`src/assert_macros.svh`:
```
// ----------------------------------------------------------------------------
// Assertion macros
// Shared concurrent assertion forms used by the RTL of this project.
// ----------------------------------------------------------------------------
`ifndef ASSERT_MACROS_SVH
`define ASSERT_MACROS_SVH

`define ASSERT_ALWAYS(label, clk, rst, expr, msg) \
  label: assert property (@(posedge clk) disable iff (rst) (expr)) else $error(msg);

`define ASSERT_IMPLIES(label, clk, rst, ante, cons, msg) \
  label: assert property (@(posedge clk) disable iff (rst) (ante) |-> (cons)) else $error(msg);

`define ASSERT_NEXT(label, clk, rst, ante, cons, msg) \
  label: assert property (@(posedge clk) disable iff (rst) (ante) |=> (cons)) else $error(msg);

`endif

```
`src/sac_ram.sv`:
```
// ----------------------------------------------------------------------------
// Generic RAM
// One write port and one read port with registered read data.
// ----------------------------------------------------------------------------
module sac_ram #(
  parameter int WIDTH = 64,
  parameter int DEPTH = 64,
  parameter int AW    = (DEPTH > 1) ? $clog2(DEPTH) : 1
) (
  input  logic             clk,
  input  logic             we,
  input  logic [AW-1:0]    waddr,
  input  logic [WIDTH-1:0] wdata,
  input  logic [AW-1:0]    raddr,
  output logic [WIDTH-1:0] rdata
);

  logic [WIDTH-1:0] mem [DEPTH];

  always_ff @(posedge clk) begin
    if (we) begin
      mem[waddr] <= wdata;
    end
    rdata <= mem[raddr];
  end

endmodule

```
`config.mk`:
```
export PLATFORM = sky130hd
export DESIGN_NAME = sac_ram
export DESIGN_NICKNAME = d
export VERILOG_FILES = /design/src/assert_macros.svh /design/src/sac_ram.sv
export SDC_FILE = /design/constraint.sdc
export NUM_CORES = 2
export LEC_CHECK = 0
export ABC_CLOCK_PERIOD_IN_PS = 8600
export BUFFER_PORTS_ARGS = -buffer_cell sky130_fd_sc_hd__buf_2
export CORE_MARGIN = 10
export CORE_UTILIZATION = 63
export DETAILED_ROUTE_END_ITERATION = 10
export GPL_ROUTABILITY_DRIVEN = 1
export PLACE_DENSITY_LB_ADDON = 0.08
export SYNTH_ARGS = -nofsm -noshare
export SYNTH_HDL_FRONTEND = slang
export SYNTH_SLANG_ARGS = --single-unit
```
`constraint.sdc`:
```
create_clock -name clk -period 8.6 [get_ports clk]
set_input_delay 1.29 -clock clk [delete_from_list [all_inputs] [get_ports clk]]
set_output_delay 1.29 -clock clk [all_outputs]
set_load 0.03 [all_outputs]
```
==> summary.md <==
| Metric | Value |
|---|---|
| Post-Syn Area | `approximately 160000 um^2` |
| Final Hold Fails | `0` |
| Die Ht | `roughly 520 um` |
| Worst r2r src | `mem[13][14]` |
| Num Clock Sinks | `between 4000 and 5000` |
| Post-DP HPWL | `approximately 220 mm` |
| Fmax | `around 0.24 GHz` |
| R2r endpoint | `rdata[14]` |
| Kind of critical path | `primary input to flop` |
| Crit end category | `flop` |
| End of the worst hold path | `rdata[30]` |
| DRC Markers | `0` |
| Vias per cell | `between 7 and 8` |
| FF+latch count, synth | `4160` |
| Worst slew margin | `-0.004896` |
| Ports | `around 140` |
| Post-route cell area | `around 170000 um^2` |
| Critical Path RT | `around 9.4 ns` |
| Power Density | `240.1 nW/um^2` |
| Setup WS pre-CTS | `around 3.5 ns` |
| CTS Buf Count | `416` |
| CP Max Fanout | `86` |
| Worst Reg-to-Reg Cells | `5` |
| Final Max Slew Viols | `22` |
| Synth Flop Type | `edfxtp_1` |
| Root Buffer | `clkbuf_16` |
| Fillcell total | `14350` |
| Number of synthesis warnings | `0` |
| Failing checks | `capacitance limit, slew limit` |
| Largest net degree at the start of global routing | `approximately 120` |
| Clock Path Buffers | `4` |
| Cells taking the most area after synthesis | `edfxtp_1 (79%), mux4_2 (15%), mux2i_1 (0.86%), dfxtp_1 (0.82%), a22oi_1 (0.81%)` |
| Layout cells sized above 1 | `0.2788` |
| Worst-Skew Late Latency | `around 0.97 ns` |
| Post-CTS Hold Fix Bufs | `0` |
| Fin crit share | `0.4946` |
| Drt initial violations | `approximately 12000` |
| Met2 usage | `0.4873` |
| Skew final | `roughly 0.037 ns` |
| Worst setup SP type | `primary input` |
| Synth area leader | `edfxtp_1` |
| Synth cell types | `33` |
| Gpl congestion | `0.7922` |
| Reg clk slew, reported paths | `~0.06 ns` |
| Syn nets | `between 6000 and 7000` |
| Post-CTS setup buffer count | `0` |
| Worst-margin pin slew | `roughly 1.5 ns` |
| Wirelength per Cell | `~40 um` |
| WL final | `416.7 mm` |
| CTS tree | `built` |
| Placed instance count | `around 9900` |
| Final setup fails | `0` |
| Leakage | `54.63 nW` |
| Yosys top cell area share | `0.7867` |
| Placed cell area | `~160000 um^2` |
| Sequential share of the synthesized area | `0.7949` |
| Core area | `roughly 250000 um^2` |
| Synth Instances | `about 6600` |
| Initial antenna violation count | `26` |
| Routed via count | `about 76000` |
| Antenna Nets Post-Route | `0` |
| GRT Util Overall | `0.3094` |
| Maximum capacitance violations | `1` |
| CTS resizes | `0` |
| Die width | `roughly 520 um` |
| Fin crit period | `~4.3 ns` |
| Hold Path Class | `flop to flop` |
| Die area | `approximately 270000 um^2` |
| Post-Layout Cell Count | `~11000` |
| First-pass GRT wire length | `approximately 590 mm` |
| Vias in the first global route | `between 70000 and 80000` |
| Nets | `7048` |
| GRT overflow | `0` |
| Final setup margin | `4.347 ns` |
| TritonRoute pass-1 iters | `6` |
| Peak VDD IR | `0.1941 mV` |
| Avg Cell Area, Syn | `about 24 um^2` |
| GR Util met3 | `0.05962` |
| Hold depth | `4` |
| Setup TNS | `0 ns` |
| Initial core utilization | `0.6346` |
| Met1 usage | `0.4475` |
| P&R area growth vs syn | `11.91%` |
| Unrepaired setup endpoints after global routing | `no` |
| Post-synthesis async set-or-reset flop share | `0` |
| # rows | `approximately 180` |
| Number of flops mapped to enable cells by yosys | `4096` |
| Worst reg2reg setup slack | `~6.2 ns` |
| Grt peak-use layer | `met2` |
| Status | `complete, but fails checks` |
| I/O Buffers | `between 100 and 150` |
| Arrival @ worst endpoint | `~5 ns` |
| Total power | `between 40 and 50 mW` |
| Hold Path Origin | `mem[46][30]` |
| H-tree Lvls | `5` |
layout by cell type (no fill, tap or decap), types with 9 or more instances in the layout:
cell,n
a211oi_1,63
a22o_1,88
a22oi_1,168
a2bb2oi_1,19
a31oi_1,18
a41oi_1,26
and3_1,64
buf_12,37
buf_2,138
buf_4,147
bufinv_16,33
clkbuf_1,99
clkbuf_16,420
clkbuf_8,20
clkinv_1,70
clkinv_2,78
clkinvlp_4,17
dfxtp_1,64
diode_2,19
edfxtp_1,4096
inv_1,19
mux2i_1,135
mux4_2,1024
nand2_1,55
nand2b_1,9
nand3_1,45
nor2_1,47
nor2_4,65
nor2b_1,24
o221ai_1,38
o22ai_1,83
or2_2,28
or3_1,29
report_power, final:
group	switching (mW)	leakage, nW	total (mW)	internal [mW]
Sequential	0.104	37.4	22.6	22.5
Combinational	1.26	10.9	1.95	0.690
Clock	7.40	6.39	17.5	10.1
cells in the mapped netlist (6+ instances only):
library cell	instances
a22oi_1	168
or2_2	28
nor2_1	112
a211oi_1	63
dfxtp_1	64
a2bb2oi_1	19
o22ai_1	83
mux2i_1	135
nand3_1	45
buf_2	170
o221ai_1	38
buf_6	6
mux4_2	1024
edfxtp_1	4096
or3_1	29
inv_1	19
a22o_1	88
buf_1	20
clkbuf_1	140
and3_1	64
nand2_1	58
nor2b_1	28
nand2b_1	11
buf_4	34
a31oi_1	18
a41oi_1	26
critical path: stages:
cell and delay, ns:
buf_8 0.56, buf_4 0.78, buf_4 0.81, mux4_2 0.42, mux2i_1 0.16, o22ai_1 0.18
a41oi_1 0.52, a211oi_1 0.08
worst max path at each step:
stage	from	end	cells after the start
after floorplan	waddr[3]	mem[48][0]	4
after global placement	raddr[2]	rdata[19]	8
after detailed placement	raddr[2]	rdata[19]	8
after CTS	raddr[2]	rdata[19]	8
after global routing	raddr[2]	rdata[19]	8
final	raddr[2]	rdata[19]	8
layout make-up:
| cell class | count | area (um^2) | share of cell area |
|---|---|---|---|
| diodes | 19 | 47.55 | 0.0002717 |
| clock buffers | 539 | 11160 | 0.06377 |
| clock inverters | 211 | 1922 | 0.01098 |
| inverters | 19 | 71.32 | 0.0004076 |
| multi-input cells | 2049 | 30780 | 0.1759 |
| flip-flops and latches | 4160 | 124300 | 0.7103 |
| well taps | 3312 | 4144 | 0.02368 |
| repair buffers | 324 | 2565 | 0.01466 |
kinds of logic after synthesis:
family	count (synthesis)	synth area share
buffers and inverters	389	0.01180
DFF	4160	0.7949
muxes	1159	0.1561
and+or+nand+nor	386	0.01240
AOI/OAI and AO/OA	504	0.02477
state kept, by name, summed over array words and instances (netlist names):
name	cells
mem	4096
rdata	64
routing by layer:
layer	vias to the layer above	wire length (um)
li1	29230	-
met2	4796	202400
met5	-	112
met1	41080	155900
met4	16	14650
met3	798	43610
per-stage QoR:
step	util	hold slack, ns
final	0.7101	0.8446
after global routing	0.7100	0.8754
after CTS	0.7099	0.8394
after detailed placement	0.6568	0.8195
after global placement	0.6568	0.8169
after floorplan	-	0.7878
No activity file was read; power rests on OpenSTA's default activity.
