**src/assert_macros.svh**
```systemverilog
// ----------------------------------------------------------------------------
// Assertion macros
// Shared concurrent assertion forms used by the RTL of this project.
// ----------------------------------------------------------------------------
`ifndef ASSERT_MACROS_SVH
`define ASSERT_MACROS_SVH

`define ASSERT_ALWAYS(label, clk, rst, expr, msg) \
  label: assert property (@(posedge clk) disable iff (rst) (expr)) else $error(msg);

`define ASSERT_IMPLIES(label, clk, rst, ante, cons, msg) \
  label: assert property (@(posedge clk) disable iff (rst) (ante) |-> (cons)) else $error(msg);

`define ASSERT_NEXT(label, clk, rst, ante, cons, msg) \
  label: assert property (@(posedge clk) disable iff (rst) (ante) |=> (cons)) else $error(msg);

`endif

```
**src/sac_pkg.sv**
```systemverilog
// ----------------------------------------------------------------------------
// Segment allocator package
// Types and constants shared by the segment allocator modules.
// ----------------------------------------------------------------------------
package sac_pkg;

  localparam int ADDR_W    = 32;
  localparam int LEN_W     = 32;
  localparam int STATUS_W  = 3;
  localparam int CNT_OUT_W = 7;
  localparam int CFG_IDX_W = 1;

  localparam logic [CFG_IDX_W-1:0] CFG_POOL_BASE   = 1'b0;
  localparam logic [CFG_IDX_W-1:0] CFG_POOL_LENGTH = 1'b1;

  localparam logic MODE_ALLOC = 1'b0;
  localparam logic MODE_FREE  = 1'b1;

  typedef struct packed {
    logic [ADDR_W-1:0] start;
    logic [LEN_W-1:0]  len;
  } seg_t;

  typedef enum logic [STATUS_W-1:0] {
    STAT_OK        = 3'd0,
    STAT_NO_HOLE   = 3'd1,
    STAT_TOO_LARGE = 3'd2,
    STAT_ZERO      = 3'd3,
    STAT_NO_OBJECT = 3'd4,
    STAT_FULL      = 3'd5
  } status_t;

  typedef enum logic [3:0] {
    ST_INIT,
    ST_IDLE,
    ST_A_HSCAN,
    ST_A_HUPD,
    ST_A_HREM,
    ST_A_OSCAN,
    ST_A_OSHIFT,
    ST_F_OSCAN,
    ST_F_HSCAN,
    ST_F_JOIN,
    ST_F_HREM,
    ST_F_HSHIFT,
    ST_F_OREM,
    ST_DONE
  } state_t;

endpackage

```
**src/sac_scan.sv**
```systemverilog
// ----------------------------------------------------------------------------
// Table scan unit
// Walks a sorted table one entry per cycle and finds the first entry whose
// start equals, or is not below, a key.
// ----------------------------------------------------------------------------
module sac_scan #(
  parameter int CW = 7,
  parameter int AW = 6
) (
  input  logic                      clk,
  input  logic                      rst,
  input  logic                      go,
  input  logic                      ge_mode,
  input  logic [sac_pkg::ADDR_W-1:0] key,
  input  logic [CW-1:0]             count,
  input  sac_pkg::seg_t             rdata,
  output logic [AW-1:0]             rd_addr,
  output logic                      done,
  output logic                      hit,
  output logic [CW-1:0]             idx,
  output sac_pkg::seg_t             cur,
  output sac_pkg::seg_t             prev
);
  import sac_pkg::*;

  logic              active;
  logic              pend;
  logic [CW-1:0]     c;
  logic [CW-1:0]     cnt;
  logic [ADDR_W-1:0] key_q;
  logic              ge_q;
  logic              match;

  assign rd_addr = c[AW-1:0];
  assign match   = ge_q ? !(rdata.start < key_q) : (rdata.start == key_q);

  always_ff @(posedge clk) begin
    if (rst) begin
      active <= 1'b0;
      pend   <= 1'b0;
      done   <= 1'b0;
    end else begin
      done <= 1'b0;
      if (go) begin
        active <= 1'b1;
        pend   <= 1'b0;
        c      <= '0;
        cnt    <= count;
        key_q  <= key;
        ge_q   <= ge_mode;
      end else if (active) begin
        c    <= c + 1'b1;
        pend <= 1'b1;
        if (!pend) begin
          if (cnt == '0) begin
            active <= 1'b0;
            done   <= 1'b1;
            hit    <= 1'b0;
            idx    <= '0;
          end
        end else if (match) begin
          active <= 1'b0;
          done   <= 1'b1;
          hit    <= 1'b1;
          idx    <= c - 1'b1;
          cur    <= rdata;
        end else begin
          prev <= rdata;
          if (c == cnt) begin
            active <= 1'b0;
            done   <= 1'b1;
            hit    <= 1'b0;
            idx    <= cnt;
          end
        end
      end
    end
  end

endmodule

```
**config.mk**
```make
export PLATFORM = sky130hd
export DESIGN_NAME = sac_scan
export DESIGN_NICKNAME = d
export VERILOG_FILES = /design/src/assert_macros.svh /design/src/sac_pkg.sv /design/src/sac_scan.sv
export SDC_FILE = /design/constraint.sdc
export NUM_CORES = 1
export LEC_CHECK = 0
export ABC_CLOCK_PERIOD_IN_PS = 5900
export BUFFER_PORTS_ARGS = -buffer_cell sky130_fd_sc_hd__buf_2
export CAP_MARGIN = 20
export CELL_PAD_IN_SITES_DETAIL_PLACEMENT = 2
export CELL_PAD_IN_SITES_GLOBAL_PLACEMENT = 2
export CORE_MARGIN = 5
export CORE_UTILIZATION = 30
export DETAILED_ROUTE_END_ITERATION = 12
export HOLD_SLACK_MARGIN = 0.05
export PLACE_DENSITY_LB_ADDON = 0.1
export SYNTH_ARGS = -nofsm -noshare
export SYNTH_HDL_FRONTEND = slang
export SYNTH_SLANG_ARGS = --single-unit
```
**constraint.sdc**
```tcl
create_clock -name clk -period 5.9 [get_ports clk]
set_input_delay 0.295 -clock clk [delete_from_list [all_inputs] [get_ports clk]]
set_output_delay 0.295 -clock clk [all_outputs]
set_load 0.03 [all_outputs]
```
==> metrics.log <==
INFO  metric hold_end = prev[14]
INFO  metric cts_max_path_buffers = 2
INFO  metric sum_of_negative_setup_slack = 0 ns
INFO  metric post_synth_edffs = roughly 180
INFO  metric cap_viol_max_count = 0
INFO  metric port_buffers = 249
INFO  metric clk_pin_slew_worst_paths = roughly 0.080 ns
INFO  metric synthesis.area = 7000 sq um
INFO  metric async_flop_share = 0%
INFO  metric total_leakage_power = 3.97 nW
INFO  metric die_width = 163 microns
INFO  metric cts_resized = 0
INFO  metric post-synth-top-count-cell = sky130_fd_sc_hd__edfxtp_1
INFO  metric hpwlAfterDp = 15000 microns
INFO  metric synthTopCellsByCount = 183 x sky130_fd_sc_hd__edfxtp_1, 38 x sky130_fd_sc_hd__inv_1, 34 x sky130_fd_sc_hd__ha_1
INFO  metric worst-slew-pin-transition = 1.04 ns
INFO  metric slew_headroom = 30.6%
INFO  metric floorplan.rows = 56
INFO  metric gp_congestion = 0.751
INFO  metric power.density_cell_area = ~290 nW/um^2
INFO  metric timing.reg2reg.worst_path_depth = 9
INFO  metric grt_antenna_before_repair = 1
INFO  metric synth_seq_cells = around 190
INFO  metric syn2layout_area_growth = 40.6%
INFO  metric cts_tree = yes
INFO  metric yosys.cell_types.count = 37
INFO  metric vias = 4567
INFO  metric fp.dieH = 163 microns
INFO  metric synth_top_cell_by_area = sky130_fd_sc_hd__edfxtp_1
INFO  metric timing.rr.start = key_q[23]
INFO  metric area_share_of_the_leading_cell_type_in_the_synthesized_netlist = 78.5%
INFO  metric design.die.area = 26500 sq um
INFO  metric grt_setup_unrepaired = no
INFO  metric clkSinkCount = about 190
INFO  metric antenna-diode-count = 0
INFO  metric crit_required = 5.95 ns
INFO  metric design.final.nets = around 860
INFO  metric worst_skew_pair.late_latency = 0.43 ns
INFO  metric worst_slack = approximately 2.2 ns
INFO  metric placement.cell_area = 8620 sq um
INFO  metric report.final.slew_viol_count = 0
INFO  metric postRouteWirelength = 20100 microns
INFO  metric grt_overall_usage = around 15%
INFO  metric hold-worst-slack = 0.0755 ns
INFO  metric post_synthesis_mean_instance_area = 17.8 sq um
INFO  metric avgRoutedWirePerCell = 19.2 microns
INFO  metric critical_path_class = register to register
INFO  metric grt_max_degree = 65
INFO  metric worst_ir_drop_vdd = 0.000149 V
INFO  metric initial_core_util = 30.1%
INFO  metric post_synth_main_area_contributors = sky130_fd_sc_hd__edfxtp_1 78%, sky130_fd_sc_hd__ha_1 6.1%, sky130_fd_sc_hd__inv_1 2.0%
INFO  metric yosys_most_used_dff = sky130_fd_sc_hd__edfxtp_1
INFO  metric synthesis.instances = 394
INFO  metric run_status = completed
INFO  metric post-route-min-period = 3.70 ns
INFO  metric endpoint_kind = register
INFO  metric setup.worst_path.start_class = register
INFO  metric first_global_vias = 5102
INFO  metric grt_first_pass_wirelength = 30100 microns
INFO  metric floorplan.io_pins = 250
INFO  metric setup_viol_count_final = 0
INFO  metric core_area = 23300 sq um
INFO  metric post-place-ws = 2.07 ns
INFO  metric detailedRoute.firstIterationViolations = 135
INFO  metric drt.antenna.violating_nets = 0
INFO  metric syn-num-nets = 535
INFO  metric finalInstanceArea = 9850 sq um
INFO  metric crit_path_max_fanout = 64
INFO  metric cts_root_buffer = sky130_fd_sc_hd__clkbuf_16
INFO  metric vias_per_cell = 4.35
INFO  metric max_freq = 270 MHz
INFO  metric holdCritStartpoint = rdata[14]
INFO  metric drt_pre_antenna_iters = 4
INFO  metric post-cts-setup-buffer-count = 0
INFO  metric timing.reg2reg.setup_slack = around 2.2 ns
INFO  metric worst_hold_path_type = input pin to register
INFO  metric layout-drive-gt1-share = 40.7%
INFO  metric timing.clock.skew = 0.0157 ns
INFO  metric cp.arrival = 3.75 ns
INFO  metric overflow_left_after_global_routing = 0
INFO  metric timing.final.hold_violations = 0
INFO  metric inserted_clock_buffers = 17
INFO  metric h-tree-depth = 4
INFO  metric r2r-end = cur[51]
INFO  metric timing.hold.worst_path_depth = 1
INFO  metric final.fill_count = 2374
INFO  metric synth.yosys.warnings = 0
INFO  metric post-route-period-util = between 60% and 70%
INFO  metric synth_seq_area_share = 79.3%
INFO  metric drc = 0
area by class of cell:
cell class	count	area (sq um)	area share (%)
sequential	186	5560	56.4
timing repair buffer	317	1920	19.5
multi-input combinational	157	1250	12.7
clock buffer	18	429	4.36
tap	319	399	4.05
clock inverter	14	146	1.49
inverter	38	143	1.45
timing repair:
action | in CTS | in global routing
hold buffers | 63 | 2
setup endpoints to repair | 0 | 0
endpoints found under the hold margin | 85 | 4
metrics by stage:
stage	power [mW]	utilization [%]	std cells
6_report	2.82	42.3	1049
3_3_place_gp	1.69	37.1	952
3_5_place_dp	1.70	37.1	952
4_1_cts	2.86	42.2	1047
2_1_floorplan	1.62	-	394
5_1_grt	2.95	42.3	1049
logic make-up after synthesis:
logic type,share of synthesized area [%]
flops,79.3
simple gates,5.29
buf+inv,3.16
compound gates,4.04
fa+ha+maj,6.07
xor+xnor,2.13
per-layer routing:
metal / global-route usage [%] / part of all wire (%) / vias up
met2: 26.8 / 52 / 175
met4: 4.23 / 1.2 / 2
met3: 5.04 / 7.9 / 16
met5: 0 / 0.065 / -
li1: - / - / 2118
met1: 17.0 / 39 / 2256
flip-flops by register name, summed over array words and instances, names as in the netlist:
| register | count |
|---|---|
| prev | 64 |
| hit | 1 |
| idx | 7 |
| cnt | 7 |
| c | 7 |
| ge_q | 1 |
| cur | 64 |
| active | 1 |
| done | 1 |
| key_q | 32 |
| pend | 1 |
critical path: stages, from the launching register on:
cell                       delay, ns
sky130_fd_sc_hd__edfxtp_1       0.33
sky130_fd_sc_hd__inv_1          0.05
sky130_fd_sc_hd__ha_1           0.31
sky130_fd_sc_hd__nand4_1        0.17
sky130_fd_sc_hd__or4_4          0.59
sky130_fd_sc_hd__or4_4          0.45
sky130_fd_sc_hd__o221ai_4       0.33
sky130_fd_sc_hd__nor2_2         0.21
sky130_fd_sc_hd__nor2_4         0.14
sky130_fd_sc_hd__buf_4          0.66
report_power, final:
group	internal, mW	switching (mW)	total, mW	leakage, nW
sequential	1.48	0.0178	1.50	1.69
combinational	0.0982	0.108	0.206	2.01
clock	0.566	0.553	1.12	0.273
total	2.14	0.679	2.82	3.97
worst max-delay path by stage:
| stage | start | end | slack [ns] | cells past startpoint |
|---|---|---|---|---|
| final | key_q[23] | cur[51] | 2.20 | 9 |
| after global routing | key_q[23] | cur[57] | 1.99 | 9 |
| after CTS | key_q[23] | cur[29] | 2.14 | 9 |
| after detailed placement | rdata[55] | cur[23] | 2.07 | 9 |
| after global placement | rdata[55] | cur[8] | 2.18 | 9 |
| after floorplan | key_q[23] | cur[0] | 0.52 | 9 |
layout by cell type (no fill, tap or decap), drive strengths merged, types with 6 or more instances in the layout:
cell type	n
buf	252
nor2	16
dlygate4sd3	65
xor2	6
nand2	15
ha	34
o21ai	10
a21oi	12
inv	46
xnor2	11
nor3	6
edfxtp	183
nand4	10
clkbuf	18
or3	7
No activity file was read; power rests on OpenSTA's default activity.
